`src/sv/tcpop_pkg.sv`:
```
// ----------------------------------------------------------------------------
// tcpop_pkg
// Shared types and constants for the TCP option area parser.
// ----------------------------------------------------------------------------
package tcpop_pkg;

  // One input beat: a raw option byte plus area start info
  typedef struct packed {
    logic [7:0] opt_byte;
    logic       area_start;
    logic [3:0] header_words;
  } in_beat_t;

  // One result beat
  typedef struct packed {
    logic [3:0]  option_code;
    logic [7:0]  option_length;
    logic [31:0] value_first;
    logic [31:0] value_second;
    logic        parse_done;
  } out_beat_t;

  // Classified entry handed from front to back through the queue
  typedef struct packed {
    logic [7:0] opt_byte;
    logic       area_start;
    logic [5:0] area_len;
  } q_entry_t;

  // Parser phase, one-hot
  typedef enum logic [3:0] {
    PH_IDLE = 4'b0001,
    PH_KIND = 4'b0010,
    PH_LEN  = 4'b0100,
    PH_BODY = 4'b1000
  } phase_t;

  // Result codes
  localparam logic [3:0] OPT_END       = 4'd0;
  localparam logic [3:0] OPT_NOP       = 4'd1;
  localparam logic [3:0] OPT_MSS       = 4'd2;
  localparam logic [3:0] OPT_WSCALE    = 4'd3;
  localparam logic [3:0] OPT_SACK_OK   = 4'd4;
  localparam logic [3:0] OPT_TSTAMP    = 4'd5;
  localparam logic [3:0] OPT_SACK      = 4'd6;
  localparam logic [3:0] OPT_UNKNOWN   = 4'd7;
  localparam logic [3:0] OPT_MALFORMED = 4'd8;

  // Option kinds on the wire
  localparam logic [7:0] KIND_END     = 8'd0;
  localparam logic [7:0] KIND_NOP     = 8'd1;
  localparam logic [7:0] KIND_MSS     = 8'd2;
  localparam logic [7:0] KIND_WSCALE  = 8'd3;
  localparam logic [7:0] KIND_SACK_OK = 8'd4;
  localparam logic [7:0] KIND_SACK    = 8'd5;
  localparam logic [7:0] KIND_TSTAMP  = 8'd8;

  // Expected lengths of the fixed-size kinds
  localparam logic [7:0] LEN_MSS     = 8'd4;
  localparam logic [7:0] LEN_WSCALE  = 8'd3;
  localparam logic [7:0] LEN_SACK_OK = 8'd2;
  localparam logic [7:0] LEN_TSTAMP  = 8'd10;

  // Fixed TCP header size and its word count
  localparam logic [5:0] BASE_HDR_BYTES = 6'd20;
  localparam logic [3:0] BASE_HDR_WORDS = 4'd5;

endpackage

```
`src/sv/tcpop_front.sv`:
```
// ----------------------------------------------------------------------------
// tcpop_front
// Accepts input beats and classifies them: works out the option area
// length from the header word count and pushes an entry to the queue.
// ----------------------------------------------------------------------------
module tcpop_front (
  input  logic                in_valid,
  output logic                in_ready,
  input  tcpop_pkg::in_beat_t in_data,
  output logic                push,
  output tcpop_pkg::q_entry_t push_entry,
  input  logic                q_full
);

  logic [5:0] hdr_bytes;

  // header words times four, less the fixed header; short header means empty
  assign hdr_bytes = {in_data.header_words, 2'b00};

  assign in_ready = !q_full;
  assign push     = in_valid && !q_full;

  always_comb begin
    push_entry.opt_byte   = in_data.opt_byte;
    push_entry.area_start = in_data.area_start;
    if (in_data.header_words >= tcpop_pkg::BASE_HDR_WORDS) begin
      push_entry.area_len = hdr_bytes - tcpop_pkg::BASE_HDR_BYTES;
    end else begin
      push_entry.area_len = '0;
    end
  end

endmodule

```
`src/sv/tcpop_queue.sv`:
```
// ----------------------------------------------------------------------------
// tcpop_queue
// Short FIFO between the classifier and the parser.
// ----------------------------------------------------------------------------
module tcpop_queue #(
  parameter int DEPTH = 4
) (
  input  logic                clk,
  input  logic                rst_n,
  input  logic                push,
  input  tcpop_pkg::q_entry_t push_entry,
  output logic                full,
  input  logic                pop,
  output logic                q_valid,
  output tcpop_pkg::q_entry_t q_head
);

  localparam int AW = (DEPTH > 1) ? $clog2(DEPTH) : 1;
  localparam int CW = $clog2(DEPTH + 1);
  localparam logic [AW-1:0] LAST = AW'(DEPTH - 1);
  localparam logic [CW-1:0] FULL_CNT = CW'(DEPTH);

  tcpop_pkg::q_entry_t mem_r [DEPTH];
  logic [AW-1:0] wr_ptr_r, wr_ptr_nxt;
  logic [AW-1:0] rd_ptr_r, rd_ptr_nxt;
  logic [CW-1:0] count_r, count_nxt;

  assign full    = (count_r == FULL_CNT);
  assign q_valid = (count_r != '0);
  assign q_head  = mem_r[rd_ptr_r];

  // pointer and count update
  always_comb begin
    wr_ptr_nxt = wr_ptr_r;
    rd_ptr_nxt = rd_ptr_r;
    count_nxt  = count_r;
    if (push) begin
      wr_ptr_nxt = (wr_ptr_r == LAST) ? '0 : wr_ptr_r + 1'b1;
    end
    if (pop) begin
      rd_ptr_nxt = (rd_ptr_r == LAST) ? '0 : rd_ptr_r + 1'b1;
    end
    if (push && !pop) begin
      count_nxt = count_r + 1'b1;
    end else if (pop && !push) begin
      count_nxt = count_r - 1'b1;
    end
  end

  always_ff @(posedge clk) begin
    if (!rst_n) begin
      wr_ptr_r <= '0;
      rd_ptr_r <= '0;
      count_r  <= '0;
    end else begin
      wr_ptr_r <= wr_ptr_nxt;
      rd_ptr_r <= rd_ptr_nxt;
      count_r  <= count_nxt;
    end
  end

  // storage
  always_ff @(posedge clk) begin
    if (push) begin
      mem_r[wr_ptr_r] <= push_entry;
    end
  end

endmodule

```
`src/sv/tcpop_back.sv`:
```
// ----------------------------------------------------------------------------
// tcpop_back
// Option walker: consumes one queued byte per cycle unless the output stalls,
// tracks kind/length tuples, loads completed options to the output register.
// ----------------------------------------------------------------------------
module tcpop_back (
  input  logic                 clk,
  input  logic                 rst_n,
  input  logic                 q_valid,
  input  tcpop_pkg::q_entry_t  q_head,
  output logic                 pop,
  output logic                 out_valid,
  input  logic                 out_ready,
  output tcpop_pkg::out_beat_t out_data
);

  tcpop_pkg::phase_t phase_r, phase_nxt, ph_e;
  logic [5:0]  bl_r, bl_nxt, bl_e;
  logic [7:0]  kind_r, kind_nxt, kind_e;
  logic [7:0]  len_r, len_nxt, len_e;
  logic [5:0]  pos_r, pos_nxt, pos_e;
  logic [31:0] acc1_r, acc1_nxt, acc1_e;
  logic [31:0] acc2_r, acc2_nxt, acc2_e;
  logic        out_valid_r, out_valid_nxt;
  tcpop_pkg::out_beat_t out_data_r, res;
  logic        emit, do_finish, fin_done;
  logic [7:0]  b;

  assign b         = q_head.opt_byte;
  assign pop       = q_valid && (!out_valid_r || out_ready);
  assign out_valid = out_valid_r;
  assign out_data  = out_data_r;

  // parser step for the head entry
  always_comb begin
    // area start overrides the walk state
    ph_e   = phase_r;
    bl_e   = bl_r;
    kind_e = kind_r;
    len_e  = len_r;
    pos_e  = pos_r;
    acc1_e = acc1_r;
    acc2_e = acc2_r;
    if (q_head.area_start) begin
      bl_e   = q_head.area_len;
      ph_e   = (q_head.area_len != '0) ? tcpop_pkg::PH_KIND : tcpop_pkg::PH_IDLE;
      kind_e = '0;
      len_e  = '0;
      pos_e  = '0;
      acc1_e = '0;
      acc2_e = '0;
    end

    phase_nxt = ph_e;
    bl_nxt    = bl_e;
    kind_nxt  = kind_e;
    len_nxt   = len_e;
    pos_nxt   = pos_e;
    acc1_nxt  = acc1_e;
    acc2_nxt  = acc2_e;
    emit      = 1'b0;
    do_finish = 1'b0;
    res       = '0;

    if (ph_e == tcpop_pkg::PH_IDLE || bl_e == '0) begin
      phase_nxt = tcpop_pkg::PH_IDLE;
    end else begin
      unique case (ph_e)
        tcpop_pkg::PH_KIND: begin
          if (b == tcpop_pkg::KIND_END) begin
            phase_nxt        = tcpop_pkg::PH_IDLE;
            bl_nxt           = '0;
            emit             = 1'b1;
            res.option_code  = tcpop_pkg::OPT_END;
            res.parse_done   = 1'b1;
          end else if (b == tcpop_pkg::KIND_NOP) begin
            bl_nxt             = bl_e - 1'b1;
            phase_nxt          = (bl_nxt == '0) ? tcpop_pkg::PH_IDLE : tcpop_pkg::PH_KIND;
            emit               = 1'b1;
            res.option_code    = tcpop_pkg::OPT_NOP;
            res.option_length  = 8'd1;
            res.parse_done     = (bl_nxt == '0);
          end else if (bl_e < 6'd2) begin
            // kind on the last area byte: no room for a length
            phase_nxt          = tcpop_pkg::PH_IDLE;
            bl_nxt             = '0;
            emit               = 1'b1;
            res.option_code    = tcpop_pkg::OPT_MALFORMED;
            res.value_first    = {24'd0, b};
            res.parse_done     = 1'b1;
          end else begin
            kind_nxt  = b;
            bl_nxt    = bl_e - 1'b1;
            phase_nxt = tcpop_pkg::PH_LEN;
          end
        end
        tcpop_pkg::PH_LEN: begin
          if (b < 8'd2 || {1'b0, b} > ({3'd0, bl_e} + 9'd1)) begin
            phase_nxt          = tcpop_pkg::PH_IDLE;
            bl_nxt             = '0;
            emit               = 1'b1;
            res.option_code    = tcpop_pkg::OPT_MALFORMED;
            res.option_length  = b;
            res.value_first    = {24'd0, kind_e};
            res.parse_done     = 1'b1;
          end else begin
            len_nxt  = b;
            bl_nxt   = bl_e - 1'b1;
            pos_nxt  = '0;
            acc1_nxt = '0;
            acc2_nxt = '0;
            if (b == 8'd2) begin
              do_finish = 1'b1;
            end else begin
              phase_nxt = tcpop_pkg::PH_BODY;
            end
          end
        end
        tcpop_pkg::PH_BODY: begin
          // only the first eight body bytes are kept
          if (pos_e < 6'd4) begin
            acc1_nxt = {acc1_e[23:0], b};
          end else if (pos_e < 6'd8) begin
            acc2_nxt = {acc2_e[23:0], b};
          end
          pos_nxt = pos_e + 1'b1;
          bl_nxt  = bl_e - 1'b1;
          if (({3'd0, pos_nxt} + 9'd2) >= {1'b0, len_e}) begin
            do_finish = 1'b1;
          end
        end
        default: begin
          phase_nxt = tcpop_pkg::PH_IDLE;
        end
      endcase
    end

    // option complete: report fixed-size kinds only at their expected length
    fin_done = (bl_nxt == '0);
    if (do_finish) begin
      phase_nxt      = fin_done ? tcpop_pkg::PH_IDLE : tcpop_pkg::PH_KIND;
      res            = '0;
      res.option_length = len_nxt;
      res.parse_done = fin_done;
      case (kind_nxt)
        tcpop_pkg::KIND_MSS: begin
          emit            = (len_nxt == tcpop_pkg::LEN_MSS);
          res.option_code = tcpop_pkg::OPT_MSS;
          res.value_first = {16'd0, acc1_nxt[15:0]};
        end
        tcpop_pkg::KIND_WSCALE: begin
          emit            = (len_nxt == tcpop_pkg::LEN_WSCALE);
          res.option_code = tcpop_pkg::OPT_WSCALE;
          res.value_first = {24'd0, acc1_nxt[7:0]};
        end
        tcpop_pkg::KIND_SACK_OK: begin
          emit            = (len_nxt == tcpop_pkg::LEN_SACK_OK);
          res.option_code = tcpop_pkg::OPT_SACK_OK;
        end
        tcpop_pkg::KIND_TSTAMP: begin
          emit             = (len_nxt == tcpop_pkg::LEN_TSTAMP);
          res.option_code  = tcpop_pkg::OPT_TSTAMP;
          res.value_first  = acc1_nxt;
          res.value_second = acc2_nxt;
        end
        tcpop_pkg::KIND_SACK: begin
          emit            = 1'b1;
          res.option_code = tcpop_pkg::OPT_SACK;
        end
        default: begin
          emit            = 1'b1;
          res.option_code = tcpop_pkg::OPT_UNKNOWN;
          res.value_first = {24'd0, kind_nxt};
        end
      endcase
    end

    // output register: load on a result, drain when taken
    out_valid_nxt = out_valid_r;
    if (pop && emit) begin
      out_valid_nxt = 1'b1;
    end else if (out_ready) begin
      out_valid_nxt = 1'b0;
    end
  end

  // walk state
  always_ff @(posedge clk) begin
    if (!rst_n) begin
      phase_r     <= tcpop_pkg::PH_IDLE;
      bl_r        <= '0;
      kind_r      <= '0;
      len_r       <= '0;
      pos_r       <= '0;
      acc1_r      <= '0;
      acc2_r      <= '0;
      out_valid_r <= 1'b0;
    end else begin
      out_valid_r <= out_valid_nxt;
      if (pop) begin
        phase_r <= phase_nxt;
        bl_r    <= bl_nxt;
        kind_r  <= kind_nxt;
        len_r   <= len_nxt;
        pos_r   <= pos_nxt;
        acc1_r  <= acc1_nxt;
        acc2_r  <= acc2_nxt;
      end
    end
  end

  // result payload
  always_ff @(posedge clk) begin
    if (pop && emit) begin
      out_data_r <= res;
    end
  end

endmodule

```
`src/sv/tcp_option_parser_unit.sv`:
```
// ----------------------------------------------------------------------------
// tcp_option_parser_unit
// A beat's entry is written to the queue; the walker pops it and, for a
// result, loads the output register that drives out_valid.
// Throughput: one option byte per cycle unless the output stalls, set by
// the single-byte walker step. The queue between classifier and walker
// absorbs output stalls. Reset (rst_n low, synchronous) empties the queue
// and returns the walker to idle with no pending result.
// ----------------------------------------------------------------------------
module tcp_option_parser_unit #(
  parameter int QUEUE_DEPTH = 4
) (
  input  logic                 clk,
  input  logic                 rst_n,
  input  logic                 in_valid,
  output logic                 in_ready,
  input  tcpop_pkg::in_beat_t  in_data,
  output logic                 out_valid,
  input  logic                 out_ready,
  output tcpop_pkg::out_beat_t out_data
);

  logic                push, pop, q_full, q_valid;
  tcpop_pkg::q_entry_t push_entry, q_head;

  // classifier
  tcpop_front u_front (
    .in_valid   (in_valid),
    .in_ready   (in_ready),
    .in_data    (in_data),
    .push       (push),
    .push_entry (push_entry),
    .q_full     (q_full)
  );

  // decoupling queue
  tcpop_queue #(
    .DEPTH (QUEUE_DEPTH)
  ) u_queue (
    .clk        (clk),
    .rst_n      (rst_n),
    .push       (push),
    .push_entry (push_entry),
    .full       (q_full),
    .pop        (pop),
    .q_valid    (q_valid),
    .q_head     (q_head)
  );

  // option walker and output register
  tcpop_back u_back (
    .clk       (clk),
    .rst_n     (rst_n),
    .q_valid   (q_valid),
    .q_head    (q_head),
    .pop       (pop),
    .out_valid (out_valid),
    .out_ready (out_ready),
    .out_data  (out_data)
  );

endmodule
```
`config.mk`:
```
export PLATFORM = sky130hd
export DESIGN_NAME = tcp_option_parser_unit
export DESIGN_NICKNAME = d
export VERILOG_FILES = /design/src/sv/tcpop_pkg.sv /design/src/sv/tcpop_front.sv /design/src/sv/tcpop_queue.sv /design/src/sv/tcpop_back.sv /design/src/sv/tcp_option_parser_unit.sv
export SDC_FILE = /design/constraint.sdc
export NUM_CORES = 1
export LEC_CHECK = 0
export ABC_CLOCK_PERIOD_IN_PS = 7800
export BUFFER_PORTS_ARGS = -buffer_cell sky130_fd_sc_hd__buf_2
export CAP_MARGIN = 20
export CORE_ASPECT_RATIO = 0.6
export CORE_MARGIN = 4
export CORE_UTILIZATION = 55
export CTS_CLUSTER_DIAMETER = 60
export DETAILED_ROUTE_END_ITERATION = 10
export PLACE_DENSITY = 0.74
export SLEW_MARGIN = 10
export SYNTH_ARGS = -nofsm -noshare
export SYNTH_HDL_FRONTEND = slang
export SYNTH_SLANG_ARGS = --single-unit
export TNS_END_PERCENT = 100
```
`constraint.sdc`:
```
create_clock -name clk -period 7.8 [get_ports clk]
set_input_delay 1.56 -clock clk [delete_from_list [all_inputs] [get_ports clk]]
set_output_delay 1.56 -clock clk [all_outputs]
set_load 0.05 [all_outputs]
```
# After elaboration in Yosys (flattened, before gate mapping)
# Memories as Yosys holds them, arrays and structs flattened. A register that Yosys moved wholly into a read port is not among the register bits.
# Index checks and enable logic that the tools add are counted.
# Widths: inputs -> output; s select.
# word_totals
ram_bits	60
output_inout_bits	79
mem_count	1
wordCells	159
register_bits	181
inputBits	17
# mem_list
name	words	width	rd	rd_clocked_by_memory_dff	wr	line_no	source
u_queue.mem_r	4	15	1	1	1	tcpop_queue.sv:23	tcpop_pkg::q_entry_t mem_r [DEPTH];
# classes
mux	86
eq_ne	18
reduce_logical	22
magnitude_cmp	7
addsub	9
# op_table
cell	n
$mux 32	11
$pmux 32 s2	2
$pmux 32 s4	1
$mux 44	2
$mux 8	11
$pmux 44 s2	1
$mux 77	1
$mux 6	10
$eq 8x2->1 const B	5
$mux 4	10
$mux 40	1
$eq 8x3->1 const B	3
$logic_not 6->1	3
$mux 1	18
$pmux 6 s3	1
$eq 8x4->1 const B	2
$pmux 3 s5	1
$mux 2	7
$pmux 4 s3	1
$pmux 6 s2	1
$ge 9x8->1	1
$gt 8x9->1	1
$mux 3	3
$eq 8x1->1 const B	1
30 further kinds	44

# Logic depth before layout (Yosys ltp)
# Gate-level depths: netlist of run 1.
# depth
ltp_word	12
mapped_depth	22
mapped_depth_nobuf	15

# By module
# A second synthesis of run 1 with hierarchy kept.
# unflattened
hier_cells	1146
area_unflattened_um2	11726.2
# by_module_without_submodules
module	cells_per_inst	seq_area_each_um2	area_each_um2	n_inst
tcpop_back	994	4254.1	8881.0	1
tcpop_queue	122	1981.9	2653.8	1
tcpop_front	30	0.0	191.4	1

# Worst setup path after synthesis of run 1
# OpenSTA, ideal clock, no wires.
# synth_timing
path_kind	register to register
from	register with a tool-made name
to	register u_back.out_data_r (netlist bit u_back.out_data[0]) (enable)
stages_incl_launch_ff	21
period_less_slack_ps	6477
setup_time_ps	449
arrival_ps	6028
path_slack_ps	1323
cell_sequence	dfxtp_1 clkbuf_1 buf_4 mux2i_1 mux2_2 clkbuf_1 clkbuf_1 clkbuf_1 nand2_1 ha_1 inv_1 ha_1 nor2b_1 o31ai_1 a21oi_1 nor4_4 nand2_1 or4_1 o22ai_1 o311a_1 o31a_1
# synth_rtl
item	line_no	source
end signal, assigned	tcpop_back.sv:215	out_data_r <= res;
end, declared	tcpop_back.sv:25	tcpop_pkg::out_beat_t out_data_r, res;

==> results of run 1 <==
[worst min-delay path by stage]
stage,startpoint,endpoint,slack (ps)
detailed placement,u_back.acc2_r[24]$_SDFFE_PN0P_,u_back.acc2_r[24]$_SDFFE_PN0P_,480
floorplan,u_queue.rd_ptr_r[1]$_SDFFE_PN0P_,register,450
finish,u_queue.rd_ptr_r[1]$_SDFFE_PN0P_,u_queue.rd_ptr_r[1]$_SDFFE_PN0P_,500
CTS,u_queue.rd_ptr_r[1]$_SDFFE_PN0P_,register,500
global placement,u_back.acc2_r[24]$_SDFFE_PN0P_,u_back.acc2_r[24]$_SDFFE_PN0P_,470
global route,u_queue.rd_ptr_r[1]$_SDFFE_PN0P_,register,530
[cell families after synthesis]
group / after synthesis
adders and majority gates: 26
xor gates and xnor gates: 24
buffers and inverters: 94
DFF: 235
and+or+nand+nor: 366
muxes: 27
AOI/OAI and AO/OA: 294
[cell type report]
cell class / count / area (sq um) / area share [%]
clock buffer: 26 / 629 / 5.04
clock inverter: 14 / 114 / 0.911
inverter: 18 / 67.6 / 0.541
multi-input combinational: 737 / 4760 / 38.1
sequential: 235 / 6000 / 48.0
tap: 273 / 342 / 2.73
timing repair buffer: 110 / 586 / 4.69
[worst register-to-register path, cell delays in order, from the launching register on]
cell and delay, ps:
dfxtp_1 790, mux2i_1 270, mux2_2 700, nand2_1 370, ha_1 380, inv_1 40, ha_1 280, nor2b_1 140
o31ai_1 190, a21oi_1 180, o31ai_1 250, buf_4 190, nand4_1 340, and2_1 630, nand2b_1 810, a22oi_1 390
nor2_1 60
[stage by stage]
stage / worst slack (ps) / cells / power [uW] / hold WS [ps] / cell area [sq um]
after floorplan: 1320 / 1066 / 2890 / 454 / 11200
after global placement: 1920 / 1372 / 3260 / 470 / 11700
after detailed placement: 1790 / 1372 / 3280 / 480 / 11700
after CTS: 1800 / 1412 / 4360 / 497 / 12500
after global routing: 1250 / 1413 / 4620 / 531 / 12500
final: 1660 / 1413 / 4420 / 500 / 12500
[state kept, by name, summed over array words and instances (netlist names), 3 cells and up, named ones only]
name             count
u_back.phase_r       4
u_back.bl_r          6
u_back.pos_r         6
u_queue.mem_r       52
u_back.kind_r        8
u_back.len_r         8
u_back.acc1_r       32
u_back.out_data     77
u_back.acc2_r       32
u_queue.count_r      3
[cell usage in the layout (no fill, tap or decap), types with 10 or more instances in the layout]
cell,netlist,layout
nand3_1,17,17
nor2_1,200,198
a22oi_1,142,142
edfxtp_1,129,129
dfxtp_1,106,106
xor2_1,15,15
mux4_2,10,10
and3_1,13,13
inv_1,16,16
nand2_1,64,64
clkbuf_16,0,25
buf_2,19,95
o21ai_0,24,24
ha_1,25,25
nor3_1,17,15
a21oi_1,45,45
buf_4,6,14
a31oi_1,10,10
a211oi_1,12,12
[cell usage after synthesis (5+ instances only)]
cell	number	area (sq um)
inv_1	16	60.1
o221ai_1	5	43.8
xor2_1	15	131
o21ai_0	24	120
nand3_1	17	85.1
xnor2_1	9	78.8
a22oi_1	142	1070
mux2i_1	9	90.1
mux4_2	10	225
o211ai_1	7	52.6
ha_1	25	313
nor3_1	17	85.1
buf_4	6	45.0
buf_2	19	95.1
a211oi_1	12	90.1
a31oi_1	10	62.6
nand2b_1	8	50.1
or3_1	9	56.3
and3_1	13	81.3
a21oi_1	45	225
dfxtp_1	106	2120
nor2_1	200	751
nand4_1	7	43.8
edfxtp_1	129	3870
o22ai_1	8	50.1
clkbuf_1	47	176
nand2_1	64	240
nor2b_1	6	37.5
[where the power goes]
part	internal, uW	switching (uW)
logic	498	1290
clock network	617	473
registers	1440	107
[routing by layer]
metal | part of all wire (%) | up-vias | wire, um
met1 | 47 | 4340 | 13800
li1 | - | 4129 | -
met3 | 13 | 45 | 3960
met4 | 1.4 | 6 | 401
met2 | 38 | 519 | 11300
met5 | 0.12 | - | 34
==> reports/results.ini, run 1 <==
[place]
dp_hpwl_mm=20.1
routabilityCongestion=1.03
io_buffers=95

[pwr]
power_density_nw_per_um2=354
ir_drop_uv=162
p_leak_uw=0.00441

[global_routing]
gr-total-overflow=0
grt_pass1_wl_mm=46.0
grtUsageMet1_pct=41.5
use_met3_pct=8.77
grt_pass1_vias=8095
grt_max_degree=57
antenna_found_initial=4
grt_usage_pct=25.3
met2_usage_pct=32.1
busiest_layer=met1

[synthesis]
async_reset_ff_share_pct=0
ys_ff_latch=235
ys.flop_type=edfxtp_1
yosysUniqueCellTypes=74
synth_seq_area_share_pct=53.7
synth-edff-count=129
synthCells=1066
synth_compound_area_share_pct=18.7
synth_fa_ha_area_share_pct=2.98
synthXorXnorAreaFrac_pct=1.88
syn-cell-area_sq_um=11200
ys_warn_count=0
synth_nets=1109
synth_top_family_by_area=compound AO/OA/AOI/OAI gates
syn_area_per_cell_sq_um=10.5
synth-simple-area-share_pct=14.7
synth_mux_area_share_pct=4.17

[clock_tree]
cts_hold_buf=0
clock_latency_ps=510
cts.sinks=235
cts_resized=0
clockRootBuffer=clkbuf_16
post-cts-setup-buffer-count=0
path_clk_slew_ps=70
numCtsBuffers=22
cts_max_level=1
clockBufferDepth=3
cts_tree=yes

[floorplanning]
die_h_um=118
initial_core_util_pct=55.9
io_pins=96
num_rows=40
chipWidth_um=192
die_area_sq_um=22700
coreArea_sq_um=20000

[sta]
setup_viol=0
final_hold_viol_count=0
maxSlewViolCount=0
setup_tns_ps=0
period_minus_slack_ps=6140
min_period_over_period_pct=78.7
worst_pin_slew_ps=1110
clock_skew_ps=13.0
rsz0062_at_grt=no
relSlewSlack_pct=25.9
fmax_ghz=0.163

[critical_path]
reg2reg_depth=16
cpPeakStageDelay_ps=810
cp-start-kind=register
worstPathMaxFanout=35
end_kind=register
cpMaxStageDelayCell=nand2b_1
cp-endpoint=u_back.acc1_r[29]$_SDFFE_PN0P_
crit_arrival_ps=6510
worstPathBufferInverterCount=2
rrSetupSlack_ps=1660
crit_family=simple AND/OR/NAND/NOR gates
regToRegEndpoint=u_back.acc1_r[29]$_SDFFE_PN0P_
cp_num_cells=16
path_cells=mux2i_1, mux2_2, nand2_1, ha_1, inv_1, ha_1, nor2b_1, o31ai_1, a21oi_1, o31ai_1, buf_4, nand4_1, and2_1, nand2b_1, a22oi_1, nor2_1
critPathRequiredTime_ps=8170
critPathKind=reg2reg

[drt]
ant_nets=0
vias_per_cell=6.40
drc_errors=0
dr.pass1.iters=6
vias=9039
finalWirelength_mm=29.5
routedWlPerCell_um=20.9
first_iter_violations=1271

[outcome]
status=finished, final reports clean

[cells_and_area]
drive_gt1_share_pct=15.7
antennaDiodeCount=0
syn_to_final_growth_pct=11.9
num-fill-cells=1632
nNetsFinal=1167
fin_util_pct=62.6

[min_path]
hold_depth=2
hold_class=reg2reg

[job]
maxCapViolations=0

Power figures use the tool's default switching activity.
==> run 2, diff against run 1 <==
--- a/config.mk
+++ b/config.mk
@@ -5,15 +5,15 @@
 export SDC_FILE = /design/constraint.sdc
 export NUM_CORES = 1
 export LEC_CHECK = 0
-export ABC_CLOCK_PERIOD_IN_PS = 7800
+export ABC_CLOCK_PERIOD_IN_PS = 5350
 export BUFFER_PORTS_ARGS = -buffer_cell sky130_fd_sc_hd__buf_2
 export CAP_MARGIN = 20
 export CORE_ASPECT_RATIO = 0.6
 export CORE_MARGIN = 4
-export CORE_UTILIZATION = 55
+export CORE_UTILIZATION = 54
 export CTS_CLUSTER_DIAMETER = 60
 export DETAILED_ROUTE_END_ITERATION = 10
-export PLACE_DENSITY = 0.74
+export PLACE_DENSITY = 0.76
 export SLEW_MARGIN = 10
 export SYNTH_ARGS = -nofsm -noshare
 export SYNTH_HDL_FRONTEND = slang
==> constraint.sdc (replaced) <==
create_clock -name clk -period 5.35 [get_ports clk]
set_input_delay 1.07 -clock clk [delete_from_list [all_inputs] [get_ports clk]]
set_output_delay 1.07 -clock clk [all_outputs]
set_load 0.05 [all_outputs]
==> reports/results.ini, run 2 (synthesized netlist as in run 1, its figures left out) <==
[critical_path]
worstPathMaxFanout=77  ; +120%
critPathKind=reg2reg
rrSetupSlack_ps=330  ; -1330 ps
cp-endpoint=u_back.out_data[68]$_DFFE_PP_
cp-start-kind=register
reg2reg_depth=14  ; -2
critPathRequiredTime_ps=5480  ; -2690 ps
end_kind=register
crit_arrival_ps=5150  ; -1360 ps
regToRegEndpoint=u_back.out_data[68]$_DFFE_PP_

[sta]
final_hold_viol_count=0  ; unchanged
period_minus_slack_ps=5020  ; -1120 ps
worst_pin_slew_ps=1090  ; -23.3 ps
min_period_over_period_pct=93.8  ; +15 points
setup_viol=0  ; unchanged
fin_hold_ws_ps=504  ; +4.21 ps
maxSlewViolCount=0  ; unchanged
rsz0062_at_grt=no
fmax_ghz=0.199  ; +22%
clock_skew_ps=8.71  ; -4.28 ps
relSlewSlack_pct=27.4  ; +1.6 points
fin_ws_ps=331  ; -1330 ps
setup_tns_ps=0  ; unchanged

[drt]
finalWirelength_mm=30.5  ; +3.3%
vias=9080  ; +0.45%
dr.pass1.iters=6  ; unchanged
ant_nets=0  ; unchanged
routedWlPerCell_um=21.2  ; +1.5%
vias_per_cell=6.31  ; -1.3%
first_iter_violations=1266  ; -0.39%
drc_errors=0  ; unchanged

[pwr]
power_uw=6610  ; +50%
p_sw_uw=2730  ; +46%
internal_power_uw=3880  ; +52%
pwr-share-comb_pct=41.9  ; +1.5 points
pwr-share-clk_pct=24.1  ; -0.6 points
power_density_nw_per_um2=521  ; +47%
seqPwrFrac_pct=34.0  ; -0.9 points
p_leak_uw=0.00453  ; +2.9%
ir_drop_uv=303  ; +87%
swShare_pct=41.3  ; -1.0 points

[floorplanning]
num_rows=40  ; unchanged
die_h_um=119  ; +0.86%
coreArea_sq_um=20200  ; +1.0%
chipWidth_um=194  ; +0.88%
die_area_sq_um=23100  ; +1.7%
io_pins=96  ; unchanged
initial_core_util_pct=55.4  ; -0.56 points

[place]
io_buffers=95  ; unchanged
dp_hpwl_mm=21.2  ; +5.7%
routabilityCongestion=1.08  ; +4.8%
place_ws_ps=552  ; -1240 ps

[clock_tree]
cts_tree=yes
numCtsBuffers=21  ; -4.5%
cts.sinks=235  ; unchanged
path_clk_slew_ps=70  ; about the same
clockBufferDepth=3  ; unchanged
post-cts-setup-buffer-count=0  ; unchanged
clockRootBuffer=clkbuf_16
clock_latency_ps=510  ; about the same
cts_max_level=1  ; unchanged
cts_resized=0  ; unchanged
cts_hold_buf=0  ; unchanged

[global_routing]
antenna_found_initial=0  ; -4
grt_pass1_wl_mm=47.6  ; +3.6%
grt_pass1_vias=8361  ; +3.3%
grt_max_degree=78  ; +37%
gr-total-overflow=0  ; unchanged
grt_usage_pct=25.6  ; +0.29 points

[cells_and_area]
drive_gt1_share_pct=17.4  ; +1.7 points
largest_reg_flops=77  ; unchanged
nNetsFinal=1192  ; +2.1%
final_cell_mix=198 x nor2_1, 142 x a22oi_1, 129 x edfxtp_1, 106 x dfxtp_1, 95 x buf_2
syn_to_final_growth_pct=13.6
mostFrequentLayoutCell=nor2_1
num-fill-cells=1650  ; +1.1%
fin_util_pct=62.9  ; +0.35 points

[min_path]
hold_class=reg2reg

[outcome]
status=finished, final reports clean

[job]
maxCapViolations=0  ; unchanged

-- run 2: critical path: stages, from the launching register on --
cell and delay (ps):
dfxtp_1 560, mux4_2 540, nor2b_1 220, ha_1 220
nand3_1 100, xor2_1 150, nor2_1 240, nand3_1 140
xnor2_1 150, ha_1 280, o211ai_1 80, o21ai_0 400
a22oi_1 280, a31oi_1 330, o31a_4 840
-- run 2: cell type report --
cell class,count,area (sq um),area share (%)
tap,273,342,2.69
clock inverter,10,129,1.02
sequential,235,6000,47.3
timing repair buffer,136,783,6.17
inverter,18,67.6,0.532
clock buffer,28,603,4.75
multi-input combinational,737,4770,37.6
antenna,1,2.50,0.0197
-- run 2: power by group through the flow --
stage | registers (uW) | logic [uW] | clock network [uW]
final | 2250 | 2770 | 1600
after global routing | 2260 | 2950 | 1700
after CTS | 2240 | 2660 | 1620
after detailed placement | 2280 | 2650 | 0
after global placement | 2270 | 2620 | 0
after floorplan | 2380 | 1830 | 0
-- run 2: worst min-delay path by stage --
stage                                          start                         endpoint  slack (ps)  cells after the start
global route          u_back.acc2_r[24]$_SDFFE_PN0P_   u_back.acc2_r[24]$_SDFFE_PN0P_         540                      2
floorplan           u_queue.rd_ptr_r[1]$_SDFFE_PN0P_                         register         450                      2
finish               u_queue.count_r[2]$_SDFFE_PN0P_  u_queue.count_r[2]$_SDFFE_PN0P_         500                      2
detailed placement    u_back.acc2_r[24]$_SDFFE_PN0P_   u_back.acc2_r[24]$_SDFFE_PN0P_         490                      2
global placement      u_back.acc2_r[24]$_SDFFE_PN0P_   u_back.acc2_r[24]$_SDFFE_PN0P_         470                      2
CTS                   u_back.acc2_r[24]$_SDFFE_PN0P_   u_back.acc2_r[24]$_SDFFE_PN0P_         510                      2
-- run 2: metrics by stage --
step / instances / area [sq um]
final: 1438 / 12700
after global routing: 1437 / 12700
after CTS: 1437 / 12700
after detailed placement: 1399 / 12000
after global placement: 1399 / 12000
after floorplan: 1066 / 11200
-- run 2: routing by layer --
layer / GRT usage, % / vias up / share of wire, %
li1: - / 4158 / -
met1: 40.2 / 4376 / 46
met2: 32.7 / 493 / 39
met3: 10.0 / 49 / 13
met4: 5.08 / 4 / 1.7
met5: 1.96 / - / 0.46
==> run 3, diff against run 2 <==
--- a/config.mk
+++ b/config.mk
@@ -17,5 +17,6 @@
 export SLEW_MARGIN = 10
 export SYNTH_ARGS = -nofsm -noshare
 export SYNTH_HDL_FRONTEND = slang
+export SYNTH_HIERARCHICAL = 1
 export SYNTH_SLANG_ARGS = --single-unit
 export TNS_END_PERCENT = 100
==> reports/results.ini, run 3 <==
[cells_and_area]
antennaDiodeCount=0  ; -1
final_cell_mix=190 x nor2_1, 137 x edfxtp_1, 120 x nand2_1, 105 x dfxtp_1, 101 x a22oi_1
nNetsFinal=1275  ; +7.0%
largest_reg_flops=77  ; unchanged
final_area_sq_um=13400  ; +5.7%
drive_gt1_share_pct=18.2  ; +0.88 points
syn_to_final_growth_pct=14.3
fin_util_pct=63.3  ; +0.38 points
mostFrequentLayoutCell=nor2_1

[clock_tree]
cts.sinks=243  ; +3.4%
clockRootBuffer=clkbuf_16
clockBufferDepth=3  ; unchanged
clock_latency_ps=510  ; about the same
numCtsBuffers=23  ; +9.5%
cts_tree=yes
path_clk_slew_ps=70  ; about the same
cts_max_level=1  ; unchanged

[global_routing]
grt_max_degree=67  ; -14%
grt_usage_pct=26.4  ; +0.78 points
gr-total-overflow=0  ; unchanged
grt_pass1_wl_mm=50.5  ; +5.9%
grt_pass1_vias=8804  ; +5.3%
antenna_found_initial=0  ; unchanged

[drt]
ant_nets=0  ; unchanged
first_iter_violations=1235  ; -2.4%
dr.pass1.iters=6  ; unchanged
drc_errors=0  ; unchanged
vias_per_cell=6.26  ; -0.85%
vias=9541  ; +5.1%
finalWirelength_mm=32.3  ; +5.9%
routedWlPerCell_um=21.2  ; about the same

[critical_path]
critPathKind=reg2reg
worstPathBufferInverterCount=3  ; +3
cpPeakStageDelay_ps=620  ; -220 ps
critPathRequiredTime_ps=5660  ; +180 ps
cpMaxStageDelayCell=mux4_2
path_cells=mux4_2, buf_12, mux2i_4, inv_1, ha_1, nand2_1, xnor2_1, ha_1, nand4b_1, nand2b_1, a21oi_1, or3_4, o32ai_2, a21oi_2, nor3_2, nand2_1, buf_4, a21oi_1
crit_arrival_ps=5370  ; +220 ps
crit_family=simple AND/OR/NAND/NOR gates
reg2reg_depth=18  ; +4
regToRegEndpoint=u_back/out_data[15]$_SDFFCE_PN0P_
rrSetupSlack_ps=290  ; -40 ps
cp-start-kind=register
end_kind=register
worstPathMaxFanout=16  ; -79%

[synthesis]
syn-cell-area_sq_um=11700  ; +5.0%
ys.flop_type=edfxtp_1
synth_commonest_cells=192 x nor2_1, 137 x edfxtp_1, 120 x nand2_1
synth_seq_area_share_pct=53.2  ; -0.51 points
ys_warn_count=6  ; +6
yosys.cell_count.top_type=nor2_1
synth.top_cell.area_share_pct=35.1  ; +0.40 points
yosysTopAreaCell=edfxtp_1
yosysUniqueCellTypes=78  ; +5.4%
async_reset_ff_share_pct=0  ; unchanged
synthCells=1146  ; +7.5%
ys_ff_latch=243  ; +3.4%
synth-edff-count=137  ; +6.2%
synth_area_leaders=edfxtp_1 35%, dfxtp_1 18%, a22oi_1 6.5%
syn_area_per_cell_sq_um=10.2  ; -2.3%

[min_path]
min_to=u_back/acc2_r[27]$_SDFFE_PN0P_
hp-start=u_back/acc2_r[27]$_SDFFE_PN0P_
hold_class=reg2reg
hold_depth=2  ; unchanged

[sta]
final_hold_viol_count=0  ; unchanged
setup_viol=0  ; unchanged
fmax_ghz=0.198  ; -0.76%
rsz0062_at_grt=no
worst_pin_slew_ps=981  ; -107 ps
relSlewSlack_pct=34.4  ; +6.9 points
maxSlewViolCount=0  ; unchanged
clock_skew_ps=12.2  ; +3.50 ps
period_minus_slack_ps=5060  ; +38.6 ps
min_period_over_period_pct=94.5  ; +0.72 points

[place]
place_area_sq_um=12500  ; +4.9%
routabilityCongestion=0.941  ; -12%
io_buffers=95  ; unchanged
dp_hpwl_mm=21.9  ; +3.2%

[pwr]
p_leak_uw=0.00466  ; +2.8%
ir_drop_uv=293  ; -3.4%
power_uw=7520  ; +14%
power_density_nw_per_um2=561  ; +7.6%

[floorplanning]
io_pins=96  ; unchanged
die_area_sq_um=24200  ; +4.7%
initial_core_util_pct=55.3  ; about the same
chipWidth_um=198  ; +2.4%
num_rows=41  ; +2.5%
coreArea_sq_um=21200  ; +5.0%
die_h_um=122  ; +2.3%

[job]
maxCapViolations=0  ; unchanged

[outcome]
status=finished, final reports clean

run 3: cell types whose count changed after synthesis, moves of 10 or more:
| cell | change |
|---|---|
| clkbuf_1 | +11 |
| a22oi_1 | -41 |
| nand2_1 | +56 |
| buf_2 | -12 |
| nor2b_1 | +10 |
| a21oi_1 | +19 |
run 3: worst max path at each step:
stage               cells past startpoint  startpoint                                 to
floorplan                              22    register       u_back/out_data[0]$_DFFE_PP_
global placement                       18    register       u_back/out_data[0]$_DFFE_PP_
detailed placement                     18    register  u_back/out_data[17]$_SDFFCE_PN0P_
CTS                                    18    register  u_back/out_data[74]$_SDFFCE_PP0P_
global route                           17    register  u_back/out_data[15]$_SDFFCE_PN0P_
finish                                 18    register  u_back/out_data[15]$_SDFFCE_PN0P_
run 3: layer usage:
| metal | part of all wire [%] | up-vias | GRT usage (%) |
|---|---|---|---|
| met4 | 1.7 | 2 | 4.99 |
| met1 | 46 | 4609 | 42.3 |
| met2 | 40 | 527 | 34.9 |
| li1 | - | 4355 | - |
| met5 | 0.18 | - | 1.85 |
| met3 | 12 | 48 | 7.85 |
run 3: cell families (layout without fill, tap and decap cells):
logic type                 count (synthesis)  count (layout)  synth area share (%)
adders and majority gates                 28              28                  3.05
other                                      1               2                0.0320
muxes                                     33              33                  4.59
xor gates and xnor gates                  20              20                  1.49
and+or+nand+nor                          439             439                  17.4
buffers and inverters                    106             204                  4.18
DFF                                      243             243                  53.2
AOI/OAI and AO/OA                        276             276                  16.0
run 3: what timing repair did:
item | CTS | global route
endpoints found under the setup margin | 65 | 112
pin swaps | 0 | 1
hold endpoints to repair | 0 | 0
gates cloned | 0 | 1
hold buffers | 0 | 0
setup buffers | 1 | 3
gates resized for setup | 0 | 6
run 3: worst reg2reg max path: stages (launching register included):
cell      delay (ps)
dfxtp_2          450
mux4_2           620
buf_12           190
mux2i_4          250
inv_1            120
ha_1             260
nand2_1           80
xnor2_1          120
ha_1             250
nand4b_1         160
nand2b_1         130
a21oi_1           60
or3_4            460
o32ai_2          150
a21oi_2          100
nor3_2           380
nand2_1          470
buf_4            360
a21oi_1          260
run 3: area by class of cell:
type | count | area (sq um)
clock buffers | 31 | 646
inverters | 23 | 86.3
well taps | 279 | 349
clock inverters | 9 | 115
flip-flops and latches | 243 | 6240
repair buffers | 141 | 867
fillers | 1684 | 7780
multi-input cells | 798 | 5110
run 3: per-stage QoR:
stage	setup WS, ps	cells	TNS [ps]	hold slack [ps]
3_5_place_dp	104	1478	0	468
4_1_cts	62.9	1519	0	478
5_1_grt	31.6	1524	0	521
6_report	292	1524	0	476
2_1_floorplan	-449	1147	-34610	448
3_3_place_gp	288	1478	0	461
run 3: report_power, final:
group | total [uW] | internal, uW | leakage [uW] | switching, uW
clock | 1650 | 949 | 0.000366 | 697
combinational | 3490 | 1070 | 0.00227 | 2410
sequential | 2380 | 2240 | 0.00203 | 145
total | 7520 | 4260 | 0.00466 | 3260
